--- src/design/assert_macros.svh ---
// assertion macros used by the task sleep timeout table
`ifndef ASSERT_MACROS_SVH
`define ASSERT_MACROS_SVH

`ifndef ASSERT_OFF

// property must hold at every rising clock edge outside reset
`define ASSERT_PROP(label, clk, rst_n, prop) \
    label: assert property (@(posedge clk) disable iff (!(rst_n)) (prop)) \
        else $error("assertion failed");

// condition must never be true outside reset
`define ASSERT_NEVER(label, clk, rst_n, cond) \
    label: assert property (@(posedge clk) disable iff (!(rst_n)) !(cond)) \
        else $error("forbidden condition seen");

`else

`define ASSERT_PROP(label, clk, rst_n, prop)
`define ASSERT_NEVER(label, clk, rst_n, cond)

`endif

`endif

--- src/design/tstt_pkg.sv ---
// types, codes and defaults for the task sleep timeout table
`timescale 1ns / 1ps

package tstt_pkg;

    localparam int DEF_PRIORITY_LEVELS = 4;
    localparam int DEF_TASKS_PER_LEVEL = 8;

    localparam int STATE_W  = 3;
    localparam int SLEEP_W  = 32;
    localparam int UPTIME_W = 32;
    localparam int WOKEN_W  = 6;
    localparam int ACTION_W = 2;

    localparam logic [WOKEN_W-1:0] WOKEN_MAX = {WOKEN_W{1'b1}};

    // action codes
    localparam logic [ACTION_W-1:0] ACT_TICK  = 2'd0;
    localparam logic [ACTION_W-1:0] ACT_WRITE = 2'd1;
    localparam logic [ACTION_W-1:0] ACT_READ  = 2'd2;
    localparam logic [ACTION_W-1:0] ACT_NONE  = 2'd3;

    // task state codes, other codes are stored and left alone by ticks unless the entry is forced ready
    localparam logic [STATE_W-1:0] TS_READY        = 3'd0;
    localparam logic [STATE_W-1:0] TS_WAITING      = 3'd1;
    localparam logic [STATE_W-1:0] TS_BLOCKED_GIVE = 3'd2;
    localparam logic [STATE_W-1:0] TS_BLOCKED_TAKE = 3'd3;

    typedef struct packed {
        logic [STATE_W-1:0] state;
        logic [SLEEP_W-1:0] sleep;
        logic               timeout_enable;
        logic               answer;
    } entry_t;

    typedef struct packed {
        entry_t entry;
        logic   force_ready;
    } scan_req_t;

    typedef struct packed {
        entry_t entry;
        logic   woke;
    } scan_res_t;

    typedef enum logic [1:0] {
        ST_CLEAR,
        ST_IDLE,
        ST_SCAN,
        ST_DONE
    } seq_state_t;

endpackage

--- src/design/tstt_ram.sv ---
// generic single write port ram with registered read
`timescale 1ns / 1ps

module tstt_ram #(
    parameter int WIDTH = 8,
    parameter int DEPTH = 16,
    localparam int ADDR_W = (DEPTH > 1) ? $clog2(DEPTH) : 1
) (
    input  logic              aclk,
    input  logic              wr_en,
    input  logic [ADDR_W-1:0] wr_addr,
    input  logic [WIDTH-1:0]  wr_data,
    input  logic              rd_en,
    input  logic [ADDR_W-1:0] rd_addr,
    output logic [WIDTH-1:0]  rd_data
);

    logic [WIDTH-1:0] mem_reg [DEPTH];
    logic [WIDTH-1:0] rd_data_reg;

    always_ff @(posedge aclk) begin
        if (wr_en) begin
            mem_reg[wr_addr] <= wr_data;
        end
        if (rd_en) begin
            rd_data_reg <= mem_reg[rd_addr];
        end
    end

    assign rd_data = rd_data_reg;

endmodule

--- src/design/tstt_scan_unit.sv ---
// per-entry decrement and timeout unit shared by the whole tick walk
`timescale 1ns / 1ps

module tstt_scan_unit (
    input  tstt_pkg::scan_req_t req,
    output tstt_pkg::scan_res_t res
);

    logic [tstt_pkg::STATE_W-1:0] cur_state;
    logic                         timed;

    always_comb begin
        // interrupted task is made ready ahead of the timeout check
        cur_state = req.force_ready ? tstt_pkg::TS_READY : req.entry.state;

        case (cur_state) inside
            tstt_pkg::TS_WAITING: begin
                timed = 1'b1;
            end
            tstt_pkg::TS_BLOCKED_GIVE, tstt_pkg::TS_BLOCKED_TAKE: begin
                timed = req.entry.timeout_enable;
            end
            default: begin
                timed = 1'b0;
            end
        endcase

        res.entry       = req.entry;
        res.entry.state = cur_state;
        res.woke        = 1'b0;

        if (timed) begin
            if (req.entry.sleep != '0) begin
                res.entry.sleep = req.entry.sleep - 1'b1;
            end else begin
                res.entry.state = tstt_pkg::TS_READY;
                res.woke        = 1'b1;
                // a blocked task that times out loses its answer
                if (cur_state != tstt_pkg::TS_WAITING) begin
                    res.entry.answer = 1'b0;
                end
            end
        end
    end

endmodule

--- src/design/task_sleep_timeout_table.sv ---
// task sleep timeout table: tick service over a priority by slot task table
`timescale 1ns / 1ps
// tick: the result waits for the walk that reads and writes back one table entry
//   per cycle through the ram
// read, write and unused actions go through the done state to the output register; no new
//   transaction is taken until the result enters the output register, which waits while m_ready is low
// reset: synchronous active low; afterwards a clearing pass zeroes the table,
//   one entry per cycle with s_ready low

`include "assert_macros.svh"

module task_sleep_timeout_table #(
    parameter int PRIORITY_LEVELS = tstt_pkg::DEF_PRIORITY_LEVELS,
    parameter int TASKS_PER_LEVEL = tstt_pkg::DEF_TASKS_PER_LEVEL
) (
    input  logic        aclk,
    input  logic        aresetn,

    // input transaction
    input  logic        s_valid,
    output logic        s_ready,
    input  logic [1:0]  s_action,
    input  logic [1:0]  s_prior_index,
    input  logic [2:0]  s_task_index,
    input  logic [2:0]  s_new_state,
    input  logic [31:0] s_new_sleep,
    input  logic        s_new_timeout_enable,
    input  logic        s_new_answer,

    // result transaction
    output logic        m_valid,
    input  logic        m_ready,
    output logic [31:0] m_uptime_ticks,
    output logic [5:0]  m_woken_count,
    output logic [2:0]  m_read_state,
    output logic [31:0] m_read_sleep,
    output logic        m_read_timeout_enable,
    output logic        m_read_answer
);

    localparam int ENTRIES = PRIORITY_LEVELS * TASKS_PER_LEVEL;
    localparam int ADDR_W  = (ENTRIES > 1) ? $clog2(ENTRIES) : 1;
    localparam int CNT_W   = $clog2(ENTRIES + 1);
    localparam int ENTRY_W = $bits(tstt_pkg::entry_t);

    localparam logic [CNT_W-1:0] CNT_LAST = CNT_W'(ENTRIES - 1);
    localparam logic [CNT_W-1:0] CNT_END  = CNT_W'(ENTRIES);

    // sequencer state
    tstt_pkg::seq_state_t state_reg, state_next;
    logic [CNT_W-1:0]     idx_reg, idx_next;          // clear and walk counter
    logic                 wb_valid_reg, wb_valid_next; // ram read data awaits write back
    logic [ADDR_W-1:0]    wb_addr_reg, wb_addr_next;

    // item context
    logic [tstt_pkg::ACTION_W-1:0] act_reg, act_next;
    logic                          addr_ok_reg, addr_ok_next;
    logic [ADDR_W-1:0]             mark_addr_reg, mark_addr_next;

    // architectural counters
    logic [tstt_pkg::UPTIME_W-1:0] uptime_reg, uptime_next;
    logic [tstt_pkg::WOKEN_W-1:0]  woken_reg, woken_next;

    // output register
    logic                          m_valid_reg, m_valid_next;
    logic [tstt_pkg::UPTIME_W-1:0] m_uptime_reg, m_uptime_next;
    logic [tstt_pkg::WOKEN_W-1:0]  m_woken_reg, m_woken_next;
    tstt_pkg::entry_t              m_entry_reg, m_entry_next;

    // ram ports
    logic               ram_wr_en;
    logic [ADDR_W-1:0]  ram_wr_addr;
    logic [ENTRY_W-1:0] ram_wr_data;
    logic               ram_rd_en;
    logic [ADDR_W-1:0]  ram_rd_addr;
    logic [ENTRY_W-1:0] ram_rd_data;
    tstt_pkg::entry_t   rd_entry;

    tstt_pkg::scan_req_t scan_req;
    tstt_pkg::scan_res_t scan_res;
    tstt_pkg::entry_t    wr_entry;

    logic              s_accept;
    logic              out_free;
    logic              s_addr_ok;
    logic [ADDR_W-1:0] s_slot;

    assign s_ready  = (state_reg == tstt_pkg::ST_IDLE);
    assign s_accept = s_valid && s_ready;
    assign out_free = !m_valid_reg || m_ready;

    // entry address from level and slot; out of range leaves the table alone
    assign s_addr_ok = (int'(s_prior_index) < PRIORITY_LEVELS) &&
                       (int'(s_task_index) < TASKS_PER_LEVEL);
    assign s_slot    = ADDR_W'(int'(s_prior_index) * TASKS_PER_LEVEL + int'(s_task_index));

    assign rd_entry = tstt_pkg::entry_t'(ram_rd_data);

    // entry loaded by a write transaction
    always_comb begin
        wr_entry.state          = s_new_state;
        wr_entry.sleep          = s_new_sleep;
        wr_entry.timeout_enable = s_new_timeout_enable;
        wr_entry.answer         = s_new_answer;
    end

    // walk update: the interrupted task is forced ready as it passes
    assign scan_req.entry       = rd_entry;
    assign scan_req.force_ready = addr_ok_reg && (wb_addr_reg == mark_addr_reg);

    tstt_scan_unit u_scan (
        .req (scan_req),
        .res (scan_res)
    );

    tstt_ram #(
        .WIDTH (ENTRY_W),
        .DEPTH (ENTRIES)
    ) u_table (
        .aclk    (aclk),
        .wr_en   (ram_wr_en),
        .wr_addr (ram_wr_addr),
        .wr_data (ram_wr_data),
        .rd_en   (ram_rd_en),
        .rd_addr (ram_rd_addr),
        .rd_data (ram_rd_data)
    );

    always_ff @(posedge aclk) begin
        if (!aresetn) begin
            state_reg    <= tstt_pkg::ST_CLEAR;
            idx_reg      <= '0;
            wb_valid_reg <= 1'b0;
            uptime_reg   <= '0;
            woken_reg    <= '0;
            m_valid_reg  <= 1'b0;
        end else begin
            state_reg    <= state_next;
            idx_reg      <= idx_next;
            wb_valid_reg <= wb_valid_next;
            uptime_reg   <= uptime_next;
            woken_reg    <= woken_next;
            m_valid_reg  <= m_valid_next;
        end
    end

    // payload registers, no reset needed
    always_ff @(posedge aclk) begin
        wb_addr_reg   <= wb_addr_next;
        act_reg       <= act_next;
        addr_ok_reg   <= addr_ok_next;
        mark_addr_reg <= mark_addr_next;
        m_uptime_reg  <= m_uptime_next;
        m_woken_reg   <= m_woken_next;
        m_entry_reg   <= m_entry_next;
    end

    always_comb begin
        state_next     = state_reg;
        idx_next       = idx_reg;
        wb_valid_next  = 1'b0;
        wb_addr_next   = idx_reg[ADDR_W-1:0];
        act_next       = act_reg;
        addr_ok_next   = addr_ok_reg;
        mark_addr_next = mark_addr_reg;
        uptime_next    = uptime_reg;
        woken_next     = woken_reg;
        m_valid_next   = m_valid_reg && !m_ready;
        m_uptime_next  = m_uptime_reg;
        m_woken_next   = m_woken_reg;
        m_entry_next   = m_entry_reg;
        ram_wr_en      = 1'b0;
        ram_wr_addr    = idx_reg[ADDR_W-1:0];
        ram_wr_data    = '0;
        ram_rd_en      = 1'b0;
        ram_rd_addr    = s_slot;

        unique case (state_reg)
            // zero one entry per cycle after reset
            tstt_pkg::ST_CLEAR: begin
                ram_wr_en = 1'b1;
                idx_next  = idx_reg + 1'b1;
                if (idx_reg == CNT_LAST) begin
                    idx_next   = '0;
                    state_next = tstt_pkg::ST_IDLE;
                end
            end

            tstt_pkg::ST_IDLE: begin
                if (s_accept) begin
                    act_next       = s_action;
                    addr_ok_next   = s_addr_ok;
                    mark_addr_next = s_slot;
                    woken_next     = '0;
                    state_next     = tstt_pkg::ST_DONE;
                    unique case (s_action)
                        tstt_pkg::ACT_TICK: begin
                            uptime_next = uptime_reg + 1'b1;
                            idx_next    = '0;
                            state_next  = tstt_pkg::ST_SCAN;
                        end
                        tstt_pkg::ACT_WRITE: begin
                            ram_wr_en   = s_addr_ok;
                            ram_wr_addr = s_slot;
                            ram_wr_data = wr_entry;
                        end
                        tstt_pkg::ACT_READ: begin
                            ram_rd_en = 1'b1;
                        end
                        default: begin
                            // unused action: result only
                        end
                    endcase
                end
            end

            // read entry k while writing back entry k-1
            tstt_pkg::ST_SCAN: begin
                if (idx_reg != CNT_END) begin
                    ram_rd_en     = 1'b1;
                    ram_rd_addr   = idx_reg[ADDR_W-1:0];
                    idx_next      = idx_reg + 1'b1;
                    wb_valid_next = 1'b1;
                    wb_addr_next  = idx_reg[ADDR_W-1:0];
                end else begin
                    state_next = tstt_pkg::ST_DONE;
                end
                if (wb_valid_reg) begin
                    ram_wr_en   = 1'b1;
                    ram_wr_addr = wb_addr_reg;
                    ram_wr_data = scan_res.entry;
                    if (scan_res.woke && (woken_reg != tstt_pkg::WOKEN_MAX)) begin
                        woken_next = woken_reg + 1'b1;
                    end
                end
            end

            // hand the result to the output register once it is free
            tstt_pkg::ST_DONE: begin
                if (out_free) begin
                    m_valid_next  = 1'b1;
                    m_uptime_next = uptime_reg;
                    m_woken_next  = (act_reg == tstt_pkg::ACT_TICK) ? woken_reg : '0;
                    if ((act_reg == tstt_pkg::ACT_READ) && addr_ok_reg) begin
                        m_entry_next = rd_entry;
                    end else begin
                        m_entry_next = '0;
                    end
                    state_next = tstt_pkg::ST_IDLE;
                end
            end

            default: begin
                state_next = tstt_pkg::ST_CLEAR;
            end
        endcase
    end

    assign m_valid               = m_valid_reg;
    assign m_uptime_ticks        = m_uptime_reg;
    assign m_woken_count         = m_woken_reg;
    assign m_read_state          = m_entry_reg.state;
    assign m_read_sleep          = m_entry_reg.sleep;
    assign m_read_timeout_enable = m_entry_reg.timeout_enable;
    assign m_read_answer         = m_entry_reg.answer;

    // only a tick transaction counts woken entries
    `ASSERT_NEVER(a_woken_tick_only, aclk, aresetn, (state_reg == tstt_pkg::ST_DONE) && (act_reg != tstt_pkg::ACT_TICK) && (woken_reg != '0))
    // write back trails the walk read by exactly one entry
    `ASSERT_PROP(a_wb_trails_read, aclk, aresetn, wb_valid_reg |-> ((CNT_W'(wb_addr_reg) + 1'b1) == idx_reg))
    // uptime moves only when a tick transaction is taken
    `ASSERT_PROP(a_uptime_on_tick, aclk, aresetn, !(s_accept && (s_action == tstt_pkg::ACT_TICK)) |=> $stable(uptime_reg))

endmodule
--- config.mk ---
export PLATFORM = sky130hd
export DESIGN_NAME = task_sleep_timeout_table
export DESIGN_NICKNAME = d
export VERILOG_FILES = /design/src/design/tstt_pkg.sv /design/src/design/tstt_ram.sv /design/src/design/tstt_scan_unit.sv /design/src/design/task_sleep_timeout_table.sv
export VERILOG_INCLUDE_DIRS = /design/src /design/src/design
export SDC_FILE = /design/constraint.sdc
export NUM_CORES = 2
export LEC_CHECK = 0
export BUFFER_PORTS_ARGS = -buffer_cell sky130_fd_sc_hd__buf_2
export CAP_MARGIN = 20
export CORE_UTILIZATION = 39
export CTS_CLUSTER_DIAMETER = 80
export DETAILED_ROUTE_END_ITERATION = 10
export GPL_TIMING_DRIVEN = 0
export HOLD_SLACK_MARGIN = 0.02
export MAX_ROUTING_LAYER = met4
export PLACE_DENSITY = 0.56
export SYNTH_ARGS = -nofsm -noshare
export SYNTH_HDL_FRONTEND = slang
export SYNTH_SLANG_ARGS = --single-unit
export TNS_END_PERCENT = 50
--- constraint.sdc ---
create_clock -name aclk -period 5.7 [get_ports aclk]
set_input_delay 1.14 -clock aclk [delete_from_list [all_inputs] [get_ports aclk]]
set_output_delay 1.14 -clock aclk [all_outputs]
set_load 0.02 [all_outputs]
# Word-level counts from Yosys, hierarchy flattened
# Memories as Yosys holds them, arrays and structs flattened. A register that Yosys moved wholly into a read port is not among the register bits.
# Cells that the tools add are included.
[totals] in_bits=48 output_inout_bits=77 register_bits=135 ram_bits=1184 mem_count=1 elab_cells=109
[classes] reduce_logical=20 addsub=5 eq_ne=22 n_mux=46
[memory_table] memory="u_table.mem_reg" depth=32 width=37 rd=1 rd_ports_with_merged_regs=1 write_ports=1 line_no="tstt_ram.sv:18" text="logic [WIDTH-1:0] mem_reg [DEPTH];"
[op_table] operator="37-bit two-way mux" n=3
[op_table] operator="37-bit case mux with 2 select lines" n=1
[op_table] operator="6-bit two-way mux" n=7
[op_table] operator="35-bit two-way mux" n=1
[op_table] operator="32-bit by 1-bit adder with 32-bit output (second input constant)" n=1
[op_table] operator="32-bit two-way mux" n=1
[op_table] operator="32-bit nonzero test" n=1
[op_table] operator="32-bit by 1-bit subtractor with 32-bit output (second input constant)" n=1
[op_table] operator="5-bit two-way mux" n=5
[op_table] operator="6-bit case mux with 3 select lines" n=1
[op_table] operator="1-bit two-way mux" n=14
[op_table] operator="6-bit by 1-bit adder with 6-bit output (second input constant)" n=2
[op_table] operator="2-bit two-way mux" n=6
[op_table] operator="2-bit inequality test (second input constant)" n=6
[op_table] operator="6-bit inequality test (second input constant)" n=2
[op_table] operator="6-bit case mux with 2 select lines" n=1
[op_table] operator="4-bit AND reduction" n=3
[op_table] operator="5-bit case mux with 2 select lines" n=1
[op_table] operator="2-bit == test (second input constant)" n=4
[op_table] operator="2-bit case mux with 4 select lines" n=1
[op_table] operator="3-bit by 2-bit == test with 1-bit output (second input constant)" n=2
[op_table] operator="6-bit by 5-bit == test with 1-bit output (second input constant)" n=1
[op_table] operator="2-bit zero test" n=3
[op_table] operator="3-bit two-way mux" n=2
[op_table] operator="other kinds (16)" n=23

# Depth between registers and ports, before layout
[depth] ltp_word=11 mapped_depth=14 ltp_nobuf=9

# Modules after synthesis
# A second synthesis with hierarchy kept.
[hier_totals] hier_cells=3283 hier_area_um2=54398.4
[modules_own_cells] mod="tstt_ram" instances=1 cells_each=2605 seq_area_each_um2=36665.2 area_each_um2=47217.8
[modules_own_cells] mod="task_sleep_timeout_table" instances=1 cells_each=559 seq_area_each_um2=3523.4 area_each_um2=6321.1
[modules_own_cells] mod="tstt_scan_unit" instances=1 cells_each=119 seq_area_each_um2=0.0 area_each_um2=859.6

# Worst setup path before layout
# No wires, ideal clock.
[synth_timing] kind="input -> register" startpoint="in m_ready" endpoint="reg m_entry_reg (netlist bit m_read_answer) (enable)" n_path_buf=0 setup_time_ns=0.518 t_required_ns=5.182 t_arrival_ns=4.537 setup_slack_ns=0.646 stages=2 path_cell_list="nor2b_1 -> nor2b_1"
[synth_via] elab_chain_cells=2
[synth_lines] element="from (decl)" line_no="task_sleep_timeout_table.sv:32" text="input logic m_ready,"
[synth_lines] element="1-bit logical OR" line_no="task_sleep_timeout_table.sv:90" text="assign out_free = !m_valid_reg || m_ready;"
[synth_lines] element="2-bit AND reduction (no source line)"
[synth_lines] element="to (signal assigned)" line_no="task_sleep_timeout_table.sv:155" text="m_entry_reg <= m_entry_next;"
[synth_lines] element="to (decl)" line_no="task_sleep_timeout_table.sv:68" text="tstt_pkg::entry_t m_entry_reg, m_entry_next;"
# No other way between the ends.
# A chain may end at the register's enable or synchronous reset.

# Final worst setup path
[layout_timing] startpoint="reg idx_reg[0]" endpoint="reg u_table.rd_data_reg[26], in the netlist u_table.rd_data[26], read port of u_table.mem_reg (data pin)"
[layout_via] elab_chain_cells=3 word_cells_on_any_way=5 classes_between="eq/ne: 1; mux: 4"
[layout_lines] element="from (decl)" line_no="task_sleep_timeout_table.sv:51" text="logic [CNT_W-1:0] idx_reg, idx_next;"
[layout_lines] element="from (signal assigned)" line_no="task_sleep_timeout_table.sv:139" text="idx_reg <= idx_next;"
[layout_lines] element="6-bit inequality test" line_no="task_sleep_timeout_table.sv:219" text="if (idx_reg != CNT_END) begin"
[layout_lines] element="1-bit two-way mux or 5-bit two-way mux (tied branches)" line_no="task_sleep_timeout_table.sv:219"
[layout_lines] element="1-bit case mux with 2 select lines or 5-bit two-way mux (tied branches)" line_no="task_sleep_timeout_table.sv:178" text="unique case (state_reg)"
[layout_lines] element="to (decl)" line_no="tstt_ram.sv:19" text="logic [WIDTH-1:0] rd_data_reg;"
# Parallel ways exist; a longest one is shown, timed or not.

==> impl_metrics.py <==
metrics = {
    "clock_tree": {
        "numCtsBuffers": 151,
        "postCtsHoldBufs": 0,
        "cts_tree": "done",
        "clockBufferDepth": 3,
        "ctsHtreeMaxLevel": 4,
        "root_buffer": "clkbuf_16",
        "cts.clk_slew.worst_paths_ps": 60,
        "clk-insertion-delay-late_ps": 810,
        "clock_sinks": 1356,
    },
    "synth": {
        "ys_types": 77,
        "synthArstFlopShare_pct": 0,
        "yosysSeqAreaShare_pct": 63.49,
        "synth_warnings": 0,
        "ys_ff_latch": 1356,
        "avgSynthCellArea_um2": 12.76,
        "syn_nets": 5017,
        "synthFlopType": "edfxtp_1",
        "synth_edf_count": 1303,
        "synth_cells": 4960,
        "netlist_area_mm2": 0.06330,
    },
    "final_layout": {
        "fin_cells": 7631,
        "final_cell_mix": "edfxtp_1, o21ai_0, mux2i_1",
        "final_util_pct": 46.10,
        "area_growth_pct": 17.08,
        "drive_above_1_share_pct": 13.30,
        "fillers": 14420,
        "final_common_cell": "edfxtp_1",
        "multiInputGateArea_mm2": 0.02215,
        "fin_nets": 5403,
        "largest_reg_flops": 1184,
        "regArea_mm2": 0.04019,
    },
    "floorplan": {
        "die_y_um": 404.9,
        "dieArea_mm2": 0.1639,
        "rows": 147,
        "core-area_mm2": 0.1608,
        "die_w_um": 404.9,
        "ios": 125,
        "initial_core_util_pct": 39.38,
    },
    "routing": {
        "wl_per_cell_um": 31.37,
        "drt-total-wl_um": 239400,
        "first_pass_iters": 6,
        "antenna_left": 0,
        "drc": 0,
        "routed_via_density": 6.345,
        "routed-via-count": 48420,
        "drtIter0Drc": 6206,
    },
    "run": {
        "maxCapViolations": 0,
    },
    "worst_setup_path": {
        "required_ps": 6240,
        "crit_path_start_kind": "flip-flop",
        "worst_ep_arrival_time_ps": 6300,
        "worst-setup-path-type": "reg2reg",
        "endpoint_kind": "flip-flop",
        "crit_fanout": 10,
    },
    "grt": {
        "grt_overflow": 0,
        "grt_pass1_wl_um": 334300,
        "grt_max_degree": 37,
        "antenna_found_initial": 21,
        "first_global_vias": 45340,
        "grt.total_usage_pct": 29.42,
    },
    "min_path": {
        "hold_path_class": "reg2reg",
    },
    "timing": {
        "fmaxAchievable_mhz": 173.6,
        "tightest_slew_ps": 1202,
        "setup_viol": 2,
        "slew_headroom_pct": 19.85,
        "hold_viol_final": 0,
        "clock_skew_ps": 23.30,
        "hold_slack_ps": 355.5,
        "finalMaxSlewViolations": 0,
        "period_minus_slack_ps": 5760,
        "min_period_over_period_pct": 101.0,
        "rsz0062_at_grt": "true",
        "timing.final.ws_setup_ps": -59.57,
    },
    "placed_design": {
        "dpl.hpwl_um": 172500,
        "place_ws_ps": -510.8,
        "gp_congestion": 0.9542,
        "placedCellCount": 7349,
        "io_buffers": 124,
    },
    "power_and_ir_drop": {
        "p_leak_nw": 24.12,
        "total_power_mw": 24.95,
        "ir_drop_uv": 306.7,
        "power_density_mw_per_mm2": 336.6,
    },
    "status": {
        "violations": "setup timing",
        "status": "finished with violations",
    },
}
==> kinds of logic (layout without fill, tap and decap cells) <==
kind of cell | Yosys count | after routing | share of synthesized area [%]
simple gates | 806 | 806 | 6.066
buf+inv | 439 | 939 | 2.759
fa+ha+maj | 9 | 9 | 0.1779
xor+xnor | 67 | 67 | 0.9270
flops | 1356 | 1356 | 63.49
other cells | 0 | 11 | 0
compound gates | 1742 | 1742 | 17.87
mux | 541 | 541 | 8.711
==> synthesized netlist by cell type, types with 17 or more instances <==
library cell	count	area, um^2
mux2_2	79	889.6
edfxtp_1	1303	39130
a22oi_1	50	375.4
xor2_1	41	359.1
nor2b_1	17	106.4
mux2i_1	462	4624
o22ai_1	40	250.2
a21boi_0	18	135.1
dfxtp_1	53	1061
clkbuf_1	298	1119
and2_1	50	312.8
o221ai_1	81	709.4
buf_1	37	138.9
nand2_1	212	795.8
o21ai_0	497	2487
nand3_1	27	135.1
or3_1	43	269.0
nor4_1	46	287.8
a31oi_1	39	244.0
buf_2	79	395.4
a221oi_1	267	2338
xnor2_1	26	227.7
nor2_1	247	927.1
a21oi_1	449	2247
nor3_1	100	500.5
a211oi_1	143	1074
inv_1	24	90.09
a211o_1	34	297.8
a221o_1	55	550.5
==> stage by stage <==
step | setup TNS (ps) | instance area, um^2
after global routing | -48.47 | 74100
after global placement | -5533430 | 66620
after detailed placement | -5887 | 69180
after floorplan | 0 | 63300
final | -117.6 | 74110
after CTS | 0 | 73970
==> report_power, final <==
group / internal, mW / switching (mW) / total [mW] / leakage [nW]
combinational: 1.08 / 2.75 / 3.82 / 9.68
sequential: 11.4 / 0.206 / 11.6 / 12.1
clock: 5.34 / 4.19 / 9.54 / 2.31
==> critical path, cell delays in order, from the launching register on <==
cell	delay, ps
dfxtp_1	330
clkbuf_1	220
inv_1	190
ha_1	270
or3b_1	380
or3_1	420
nand2_1	260
buf_2	490
buf_2	440
clkbuf_1	570
a221oi_1	210
o22ai_1	440
o221ai_1	590
nor4_1	640
==> final timing paths <==
| path | startpoint | to | slack [ps] | cells after the start |
|---|---|---|---|---|
| worst min register to register | idx_reg[2] | wb_addr_reg[2] | 360 | 0 |
| worst max-delay path | idx_reg[0] | u_table.rd_data[26] | -60 | 13 |
| worst min-delay path | idx_reg[2] | wb_addr_reg[2] | 360 | 0 |
| worst max register to register | idx_reg[0] | u_table.rd_data[26] | -60 | 13 |
==> routing by layer <==
layer / GRT usage, % / vias up / part of all wire, %
li1: - / 20670 / -
met1: 37.76 / 24450 / 40
met2: 45.04 / 2799 / 46
met3: 6.142 / 493 / 10
met4: 12.67 / 0 / 4.6
met5: - / - / 0
==> cell type report <==
type / instances / share of cell area, %
timing repair buffer: 233 / 3.431
clock buffer: 189 / 5.414
sequential: 1356 / 54.23
inverter: 25 / 0.1266
tap: 2160 / 3.647
multi-input combinational: 3165 / 29.89
antenna: 11 / 0.03714
buffer: 414 / 2.256
clock inverter: 78 / 0.9691
==> timing repair <==
action,4_1_cts,5_1_grt
setup buffers,0,0
hold endpoints to repair,0,0
setup endpoints to repair,36,23
gates resized for setup,15,20
No activity file was read; power rests on OpenSTA's default activity.
